File: config.mk
export PLATFORM = sky130hd
export DESIGN_NAME = hsv_to_rgb_converter_unit
export DESIGN_NICKNAME = d
export VERILOG_FILES = /design/src/rtl/hsv2rgb_pkg.sv /design/src/rtl/hsv2rgb_prep.sv /design/src/rtl/hsv2rgb_cdiv.sv /design/src/rtl/hsv_to_rgb_converter_unit.sv
export SDC_FILE = /design/constraint.sdc
export NUM_CORES = 2
export LEC_CHECK = 0
export ABC_CLOCK_PERIOD_IN_PS = 16200
export BUFFER_PORTS_ARGS = -buffer_cell sky130_fd_sc_hd__buf_2
export CORE_UTILIZATION = 40
export DETAILED_ROUTE_END_ITERATION = 8
export GPL_ROUTABILITY_DRIVEN = 0
export PLACE_DENSITY = 0.6
export SLEW_MARGIN = 20
export SYNTH_ARGS = -nofsm -noshare
export SYNTH_HDL_FRONTEND = slang
export SYNTH_SLANG_ARGS = --single-unit
File: constraint.sdc
create_clock -name clk -period 16.2 [get_ports clk]
set_input_delay 0 -clock clk [delete_from_list [all_inputs] [get_ports clk]]
set_output_delay 0 -clock clk [all_outputs]
set_load 0.01 [all_outputs]
File: src/rtl/hsv2rgb_pkg.sv
`timescale 1ns / 1ps
// ----------------------------------------------------------------------------
// hsv2rgb_pkg
// Shared types and constants of the HSV to RGB pixel converter.
// ----------------------------------------------------------------------------
package hsv2rgb_pkg;

    // Field widths
    localparam int HUE_W = 9;
    localparam int PCT_W = 7;
    localparam int CH_W  = 8;

    // Intermediate widths
    localparam int P_W    = 15;   // value * 255, at most 25500
    localparam int T_W    = 6;    // ramp weight, 0..60
    localparam int W_W    = 13;   // s*t + 60*(100-s), at most 6000
    localparam int NMID_W = 28;   // P * W, at most 153000000
    localparam int NLO_W  = 22;   // P * (100-s), at most 2550000

    // Limits
    localparam int PCT_MAX    = 100;
    localparam int DEG_SECTOR = 60;
    localparam int HUE_LIMIT  = 360;

    // Constant divisors and their reciprocals (floor(2^SH / D))
    localparam int DIV_HI    = 100;
    localparam int SH_HI     = 15;
    localparam int RCP_HI    = 327;
    localparam int DIV_LO    = 10000;
    localparam int SH_LO     = 22;
    localparam int RCP_LO    = 419;
    localparam int DIV_MID   = 600000;
    localparam int SH_MID    = 28;
    localparam int RCP_MID   = 447;

    // Hue sector: brightest channel first, ramp channel second
    typedef enum logic [2:0] {
        SEC_RG = 3'd0,
        SEC_GR = 3'd1,
        SEC_GB = 3'd2,
        SEC_BG = 3'd3,
        SEC_BR = 3'd4,
        SEC_RB = 3'd5
    } sector_t;

    // Per-item tag travelling beside the arithmetic
    typedef struct packed {
        logic    black;
        sector_t sector;
    } meta_t;

    // Load enables of a two-register unit
    typedef struct packed {
        logic first;
        logic second;
    } en2_t;

endpackage

File: src/rtl/hsv2rgb_prep.sv
`timescale 1ns / 1ps
// ----------------------------------------------------------------------------
// hsv2rgb_prep
// Front end: clamps the percentages, finds the hue sector and ramp weight,
// then forms the three numerators for the constant dividers.
// ----------------------------------------------------------------------------
module hsv2rgb_prep
(
    input  logic                                clk,
    input  hsv2rgb_pkg::en2_t                   en,
    input  logic [hsv2rgb_pkg::HUE_W-1:0]       hue,
    input  logic [hsv2rgb_pkg::PCT_W-1:0]       saturation,
    input  logic [hsv2rgb_pkg::PCT_W-1:0]       brightness,
    output logic [hsv2rgb_pkg::NMID_W-1:0]      n_mid,
    output logic [hsv2rgb_pkg::NLO_W-1:0]       n_lo,
    output logic [hsv2rgb_pkg::P_W-1:0]         n_hi,
    output hsv2rgb_pkg::meta_t                  meta
);

    logic [hsv2rgb_pkg::PCT_W-1:0] sat_c;
    logic [hsv2rgb_pkg::PCT_W-1:0] val_c;
    logic [hsv2rgb_pkg::PCT_W-1:0] inv_s;
    logic [hsv2rgb_pkg::HUE_W-1:0] t_full;
    logic [hsv2rgb_pkg::T_W-1:0]   t;
    hsv2rgb_pkg::meta_t            meta1;

    logic [hsv2rgb_pkg::P_W-1:0]   p_reg;
    logic [hsv2rgb_pkg::W_W-1:0]   w_reg;
    logic [hsv2rgb_pkg::PCT_W-1:0] inv_reg;
    hsv2rgb_pkg::meta_t            meta1_reg;

    logic [hsv2rgb_pkg::NMID_W-1:0] n_mid_reg;
    logic [hsv2rgb_pkg::NLO_W-1:0]  n_lo_reg;
    logic [hsv2rgb_pkg::P_W-1:0]    n_hi_reg;
    hsv2rgb_pkg::meta_t             meta2_reg;

    // Clamp to 100 percent
    always_comb
    begin
        sat_c = (saturation > hsv2rgb_pkg::PCT_W'(hsv2rgb_pkg::PCT_MAX))
              ? hsv2rgb_pkg::PCT_W'(hsv2rgb_pkg::PCT_MAX) : saturation;
        val_c = (brightness > hsv2rgb_pkg::PCT_W'(hsv2rgb_pkg::PCT_MAX))
              ? hsv2rgb_pkg::PCT_W'(hsv2rgb_pkg::PCT_MAX) : brightness;
        inv_s = hsv2rgb_pkg::PCT_W'(hsv2rgb_pkg::PCT_MAX) - sat_c;
    end

    // Sector by threshold compares; out-of-range hue marks the item black
    always_comb
    begin
        meta1.black = (hue >= hsv2rgb_pkg::HUE_W'(hsv2rgb_pkg::HUE_LIMIT));
        if (hue < hsv2rgb_pkg::HUE_W'(60))
            meta1.sector = hsv2rgb_pkg::SEC_RG;
        else if (hue < hsv2rgb_pkg::HUE_W'(120))
            meta1.sector = hsv2rgb_pkg::SEC_GR;
        else if (hue < hsv2rgb_pkg::HUE_W'(180))
            meta1.sector = hsv2rgb_pkg::SEC_GB;
        else if (hue < hsv2rgb_pkg::HUE_W'(240))
            meta1.sector = hsv2rgb_pkg::SEC_BG;
        else if (hue < hsv2rgb_pkg::HUE_W'(300))
            meta1.sector = hsv2rgb_pkg::SEC_BR;
        else
            meta1.sector = hsv2rgb_pkg::SEC_RB;
    end

    // Ramp weight: distance of hue mod 120 from the nearest multiple of 120
    always_comb
    begin
        case (meta1.sector)
            hsv2rgb_pkg::SEC_RG: t_full = hue;
            hsv2rgb_pkg::SEC_GR: t_full = hsv2rgb_pkg::HUE_W'(120) - hue;
            hsv2rgb_pkg::SEC_GB: t_full = hue - hsv2rgb_pkg::HUE_W'(120);
            hsv2rgb_pkg::SEC_BG: t_full = hsv2rgb_pkg::HUE_W'(240) - hue;
            hsv2rgb_pkg::SEC_BR: t_full = hue - hsv2rgb_pkg::HUE_W'(240);
            default:             t_full = hsv2rgb_pkg::HUE_W'(360) - hue;
        endcase
        t = t_full[hsv2rgb_pkg::T_W-1:0];
    end

    // Stage one: max level numerator and ramp weight sum
    always_ff @(posedge clk)
    begin
        if (en.first)
        begin
            p_reg     <= (hsv2rgb_pkg::P_W'(val_c) << 8) - hsv2rgb_pkg::P_W'(val_c);
            w_reg     <= hsv2rgb_pkg::W_W'(sat_c) * hsv2rgb_pkg::W_W'(t)
                       + hsv2rgb_pkg::W_W'(inv_s)
                       * hsv2rgb_pkg::W_W'(hsv2rgb_pkg::DEG_SECTOR);
            inv_reg   <= inv_s;
            meta1_reg <= meta1;
        end
    end

    // Stage two: full numerators
    always_ff @(posedge clk)
    begin
        if (en.second)
        begin
            n_mid_reg <= hsv2rgb_pkg::NMID_W'(p_reg) * hsv2rgb_pkg::NMID_W'(w_reg);
            n_lo_reg  <= hsv2rgb_pkg::NLO_W'(p_reg) * hsv2rgb_pkg::NLO_W'(inv_reg);
            n_hi_reg  <= p_reg;
            meta2_reg <= meta1_reg;
        end
    end

    assign n_mid = n_mid_reg;
    assign n_lo  = n_lo_reg;
    assign n_hi  = n_hi_reg;
    assign meta  = meta2_reg;

endmodule

File: src/rtl/hsv2rgb_cdiv.sv
`timescale 1ns / 1ps
// ----------------------------------------------------------------------------
// hsv2rgb_cdiv
// Floor division by a constant: reciprocal multiply for an estimate that is
// at most one short, then one compare to correct it.
// ----------------------------------------------------------------------------
module hsv2rgb_cdiv
#(
    parameter int NW    = 28,
    parameter int QW    = 8,
    parameter int DIV   = 600000,
    parameter int SHIFT = 28,
    parameter int RECIP = 447
)
(
    input  logic              clk,
    input  hsv2rgb_pkg::en2_t en,
    input  logic [NW-1:0]     num,
    output logic [QW-1:0]     quo
);

    localparam int RW = $clog2(RECIP + 1);
    localparam int PW = NW + RW;

    logic [PW-1:0] prod;
    logic [NW:0]   lim;
    logic [NW-1:0] num_reg;
    logic [QW-1:0] qest_reg;
    logic [QW-1:0] quo_reg;

    // Estimate: floor(num * RECIP / 2^SHIFT)
    assign prod = PW'(num) * PW'(RECIP);

    always_ff @(posedge clk)
    begin
        if (en.first)
        begin
            num_reg  <= num;
            qest_reg <= prod[SHIFT +: QW];
        end
    end

    // Correct by one where num reaches (estimate + 1) * DIV
    assign lim = (NW + 1)'(qest_reg) * (NW + 1)'(DIV) + (NW + 1)'(DIV);

    always_ff @(posedge clk)
    begin
        if (en.second)
            quo_reg <= qest_reg + QW'({1'b0, num_reg} >= lim);
    end

    assign quo = quo_reg;

endmodule

File: src/rtl/hsv_to_rgb_converter_unit.sv
`timescale 1ns / 1ps
// ----------------------------------------------------------------------------
// hsv_to_rgb_converter_unit
// HSV to 8-bit RGB converter, five register stages, one pixel a cycle unless stalled.
//
//   channel   dir  tdata fields (low bit up)                    tuser
//   s_axis    in   hue[8:0] saturation[15:9] brightness[22:16]   -
//   m_axis    out  red[7:0] green[15:8] blue[23:16]             -
//
// One item per cycle while the output does not stall; tvalid rises once an item
// passes clamp/sector, numerators, reciprocal estimate, correction, channel mux.
// Reset clears only the stage valid bits; no clearing pass.
// A stalled output holds its item; each stage still loads while it or the
// stage after it is free, so bubbles close up and nothing is lost or repeated.
// ----------------------------------------------------------------------------
module hsv_to_rgb_converter_unit
(
    input  logic        clk,
    input  logic        rst_n,
    input  logic        s_axis_tvalid,
    output logic        s_axis_tready,
    input  logic [23:0] s_axis_tdata,   // hue[8:0], saturation[15:9], brightness[22:16]
    output logic        m_axis_tvalid,
    input  logic        m_axis_tready,
    output logic [23:0] m_axis_tdata    // red[7:0], green[15:8], blue[23:16]
);

    localparam int CW = hsv2rgb_pkg::CH_W;

    logic [4:0] vld_reg;
    logic [4:0] rdy;

    hsv2rgb_pkg::en2_t prep_en;
    hsv2rgb_pkg::en2_t div_en;

    logic [hsv2rgb_pkg::NMID_W-1:0] n_mid;
    logic [hsv2rgb_pkg::NLO_W-1:0]  n_lo;
    logic [hsv2rgb_pkg::P_W-1:0]    n_hi;
    hsv2rgb_pkg::meta_t             meta2;
    hsv2rgb_pkg::meta_t             meta3_reg;
    hsv2rgb_pkg::meta_t             meta4_reg;

    logic [CW-1:0] q_hi;
    logic [CW-1:0] q_lo;
    logic [CW-1:0] q_mid;

    logic [CW-1:0] red_next;
    logic [CW-1:0] green_next;
    logic [CW-1:0] blue_next;
    logic [CW-1:0] red_reg;
    logic [CW-1:0] green_reg;
    logic [CW-1:0] blue_reg;

    // Stage ready: free, or the stage after it moves on
    always_comb
    begin
        rdy[4] = !vld_reg[4] || m_axis_tready;
        rdy[3] = !vld_reg[3] || rdy[4];
        rdy[2] = !vld_reg[2] || rdy[3];
        rdy[1] = !vld_reg[1] || rdy[2];
        rdy[0] = !vld_reg[0] || rdy[1];
    end

    assign s_axis_tready  = rdy[0];
    assign prep_en.first  = rdy[0];
    assign prep_en.second = rdy[1];
    assign div_en.first   = rdy[2];
    assign div_en.second  = rdy[3];

    // Valid bits
    always_ff @(posedge clk or negedge rst_n)
    begin
        if (!rst_n)
            vld_reg <= '0;
        else
        begin
            if (rdy[0]) vld_reg[0] <= s_axis_tvalid;
            if (rdy[1]) vld_reg[1] <= vld_reg[0];
            if (rdy[2]) vld_reg[2] <= vld_reg[1];
            if (rdy[3]) vld_reg[3] <= vld_reg[2];
            if (rdy[4]) vld_reg[4] <= vld_reg[3];
        end
    end

    // Clamp, sector and numerators
    hsv2rgb_prep u_prep
    (
        .clk        (clk),
        .en         (prep_en),
        .hue        (s_axis_tdata[8:0]),
        .saturation (s_axis_tdata[15:9]),
        .brightness (s_axis_tdata[22:16]),
        .n_mid      (n_mid),
        .n_lo       (n_lo),
        .n_hi       (n_hi),
        .meta       (meta2)
    );

    // Max level: P / 100
    hsv2rgb_cdiv
    #(
        .NW    (hsv2rgb_pkg::P_W),
        .QW    (CW),
        .DIV   (hsv2rgb_pkg::DIV_HI),
        .SHIFT (hsv2rgb_pkg::SH_HI),
        .RECIP (hsv2rgb_pkg::RCP_HI)
    )
    u_div_hi
    (
        .clk (clk),
        .en  (div_en),
        .num (n_hi),
        .quo (q_hi)
    );

    // Min level: P * (100 - s) / 10000
    hsv2rgb_cdiv
    #(
        .NW    (hsv2rgb_pkg::NLO_W),
        .QW    (CW),
        .DIV   (hsv2rgb_pkg::DIV_LO),
        .SHIFT (hsv2rgb_pkg::SH_LO),
        .RECIP (hsv2rgb_pkg::RCP_LO)
    )
    u_div_lo
    (
        .clk (clk),
        .en  (div_en),
        .num (n_lo),
        .quo (q_lo)
    );

    // Ramp level: P * W / 600000
    hsv2rgb_cdiv
    #(
        .NW    (hsv2rgb_pkg::NMID_W),
        .QW    (CW),
        .DIV   (hsv2rgb_pkg::DIV_MID),
        .SHIFT (hsv2rgb_pkg::SH_MID),
        .RECIP (hsv2rgb_pkg::RCP_MID)
    )
    u_div_mid
    (
        .clk (clk),
        .en  (div_en),
        .num (n_mid),
        .quo (q_mid)
    );

    // Tag follows the divider stages
    always_ff @(posedge clk)
    begin
        if (rdy[2])
            meta3_reg <= meta2;
        if (rdy[3])
            meta4_reg <= meta3_reg;
    end

    // Route max, ramp and min to the channels by sector
    always_comb
    begin
        case (meta4_reg.sector)
            hsv2rgb_pkg::SEC_RG:
            begin
                red_next = q_hi;  green_next = q_mid; blue_next = q_lo;
            end
            hsv2rgb_pkg::SEC_GR:
            begin
                red_next = q_mid; green_next = q_hi;  blue_next = q_lo;
            end
            hsv2rgb_pkg::SEC_GB:
            begin
                red_next = q_lo;  green_next = q_hi;  blue_next = q_mid;
            end
            hsv2rgb_pkg::SEC_BG:
            begin
                red_next = q_lo;  green_next = q_mid; blue_next = q_hi;
            end
            hsv2rgb_pkg::SEC_BR:
            begin
                red_next = q_mid; green_next = q_lo;  blue_next = q_hi;
            end
            default:
            begin
                red_next = q_hi;  green_next = q_lo;  blue_next = q_mid;
            end
        endcase
        if (meta4_reg.black)
        begin
            red_next   = '0;
            green_next = '0;
            blue_next  = '0;
        end
    end

    // Output register
    always_ff @(posedge clk)
    begin
        if (rdy[4])
        begin
            red_reg   <= red_next;
            green_reg <= green_next;
            blue_reg  <= blue_next;
        end
    end

    assign m_axis_tvalid = vld_reg[4];
    assign m_axis_tdata  = {blue_reg, green_reg, red_reg};

    // An empty output stage leaves the whole pipe free to take an item
    a_ready_when_empty : assert property (@(posedge clk) disable iff (!rst_n)
        !m_axis_tvalid |-> s_axis_tready)
        else $error("input stalled with an empty output stage");

    // Corrected levels keep min <= ramp <= max
    a_level_order : assert property (@(posedge clk) disable iff (!rst_n)
        (vld_reg[3] && !meta4_reg.black) |-> (q_lo <= q_mid && q_mid <= q_hi))
        else $error("channel levels out of order");

    // Taken output with nothing behind it leaves the output empty
    a_drain : assert property (@(posedge clk) disable iff (!rst_n)
        (m_axis_tvalid && m_axis_tready && !vld_reg[3]) |=> !m_axis_tvalid)
        else $error("output item repeated");

endmodule
==> impl_metrics.yaml <==
grt:
  grt_pass1_vias: 24671
  grt.total_usage_pct: 16.3
  grt_max_degree: 71
  grt_overflow: 0
  antenna_found_initial: 0
  grt_pass1_wl_um: 122000
timing:
  setup_tns_ps: 0
  relSlewSlack_pct: 28.7
  tightest_slew_ps: 1070
  finClkSkew_ps: 30.2
  slew_violations: 0
  whs_ps: 35.7
  setup_violations: 0
  post-route-min-period_ps: 7550
  finalCritPeriodShare_pct: 46.6
  grt_setup_unrepaired: "false"
  hold_violations: 0
  fmax_ghz: 0.132
layout:
  antenna_cells: 0
  areaGrowthSynthToFinish_pct: 8.26
  nNetsFinal: 4679
  drive_above_1_share_pct: 3.93
  design_area_sq_um: 39100
  finalNonFillerCells: 4777
worst_setup_path:
  critical_path.slowest_cell: "fa_1"
  crit_required_ps: 16510
  cp.buffers_inverters: 2
  crit_path_max_fanout: 7
  end_kind: "flop"
  criticalPathCategory: "flop to flop"
  cp.arrival_ps: 7860
  start_kind: "flop"
  slowest_delay_ps: 650
  cp_common_cell: "fa_1"
  path_delay_family: "adder cells"
clock_tree:
  max-clock-path-buffers: 3
  clock-sinks: 258
  cts_made_buffers: 35
  htreeDepth: 2
  ctsResizeCount: 0
  clk_latency_ps: 570
  cts_root_buf: "clkbuf_16"
  cts_tree: "done"
  clk_pin_slew_ps: 60
synth:
  ys_seq_area_share_pct: 21.4
  synth_top_cell_by_area: "fa_1"
  postSynthCellCount: 3534
  synth.area.top_cells: "fa_1 27%, edfxtp_1 21%, ha_1 20%"
  ys_ff_latch: 258
  syn_nets: 4628
  ys_types: 76
  ys.flop_type: "edfxtp_1"
  syn_area_sq_um: 36100
  synth.avg_cell_area_sq_um: 10.2
  yosysWarnings: 0
  synth-async-reset-ratio_pct: 1.94
  synth-edff-count: 253
  synth_top_area_share_pct: 27.2
place:
  dp.cells: 4691
  dp_hpwl_um: 58000
  port_buffers: 52
  dpl_cell_area_sq_um: 37600
drt:
  via_per_inst: 4.88
  first_iter_violations: 966
  postRouteAntennaNets: 0
  wl_per_cell_um: 14.7
  drc_errors: 0
  via_count: 23295
  dr.pass1.iters: 5
  wirelength_um: 70400
job:
  drv_cap: 0
hold_path:
  hold_path_class: "primary input to flop"
die:
  placeableCoreArea_sq_um: 88900
  start_util_pct: 40.6
  die_h_um: 302
  dieArea_sq_um: 91400
  num_rows: 109
  io_pins: 54
  die_w_um: 302
run_status:
  status: "finished clean"
-- what timing repair did --
item	4_1_cts	5_1_grt
setup buffers	0	0
hold buffers	22	0
endpoints found under the hold margin	26	0
-- logic make-up after synthesis --
group	Yosys count	synth area share [%]
AO/OA/AOI/OAI	440	8.09
XOR/XNOR	187	4.54
adder cells (fa/ha/maj)	1066	47.2
buffers and inverters	827	8.60
flip-flops	258	21.4
multiplexers	10	0.277
AND/OR/NAND/NOR	746	9.93
-- layer usage --
metal	routed length (um)	vias up	GRT usage, %
met2	32200	291	26.9
met5	0	-	0
met3	2120	66	1.82
li1	-	11589	-
met4	1250	0	3.49
met1	34800	11349	23.2
-- final cells by class --
class | instances | area (sq um)
Clock inverter | 22 | 285
Sequential cell | 258 | 7720
Tap cell | 1165 | 1460
Timing Repair Buffer | 84 | 556
Fill cell | 8520 | 49800
Inverter | 757 | 2840
Multi-Input combinational cell | 2449 | 25300
Clock buffer | 42 | 932
-- cell usage in the layout, fill, tap and decap left out, types with 13 or more instances in the layout --
cell | netlist | routed
o21a_1 | 29 | 29
nor3_1 | 39 | 39
a31oi_1 | 16 | 16
xnor2_1 | 125 | 125
buf_2 | 0 | 52
o21bai_1 | 17 | 17
o21ai_0 | 62 | 62
fa_1 | 491 | 491
nand2b_1 | 21 | 21
nand3_1 | 32 | 31
nand2_1 | 293 | 292
nor2b_1 | 21 | 21
and2_1 | 142 | 142
and3_1 | 14 | 14
a211oi_1 | 13 | 13
ha_1 | 575 | 575
clkbuf_16 | 0 | 35
xor2_1 | 62 | 62
nor2_1 | 120 | 120
edfxtp_1 | 253 | 253
inv_1 | 756 | 756
dlygate4sd3_1 | 0 | 22
a21o_1 | 51 | 51
a21oi_1 | 132 | 132
-- cells in the mapped netlist (all sizes together) (17+ instances only) --
master / number
nand3: 32
xnor2: 125
edfxtp: 253
nand2b: 21
nor3: 39
nor2: 120
fa: 491
o21a: 29
ha: 575
a21oi: 134
clkbuf: 66
nand2: 293
xor2: 62
o21ai: 76
a21o: 51
o21bai: 17
nor2b: 21
and2: 143
inv: 756
-- worst reg2reg max path: cells and delay by family (launching register included) --
| kind | cells | cell delay, ps |
|---|---|---|
| flops | 1 | 570 |
| simple gates | 7 | 1200 |
| compound gates | 9 | 2030 |
| xor+xnor | 3 | 420 |
| fa+ha+maj | 7 | 2940 |
| buf+inv | 2 | 150 |
-- per-stage QoR --
stage               util [%]  worst slack [ps]
floorplan                  -              9490
global placement        42.3              8690
detailed placement      42.3              8630
CTS                     43.9              8630
global route            43.9              8060
finish                  43.9              8650
-- worst paths after layout --
kind | start | end | slack, ps | depth (start not counted)
min in group asynchronous | rst_n | vld_reg[2] | 350 | 3
hold / removal | s_axis_tdata[9] | u_prep.w_reg[0] | 40 | 3
setup / recovery | u_div_mid.qest_reg[5] | u_div_mid.quo[6] | 8650 | 28
max in group asynchronous | rst_n | vld_reg[0] | 15650 | 3
setup reg to reg | u_div_mid.qest_reg[5] | u_div_mid.quo[6] | 8650 | 28
hold reg to reg | u_prep.meta1_reg[1] | u_prep.meta[1] | 420 | 0
Power is left out: the tool's default activity adds up to more than one toggle a clock period on the data nets, which glitch-free logic cannot reach.
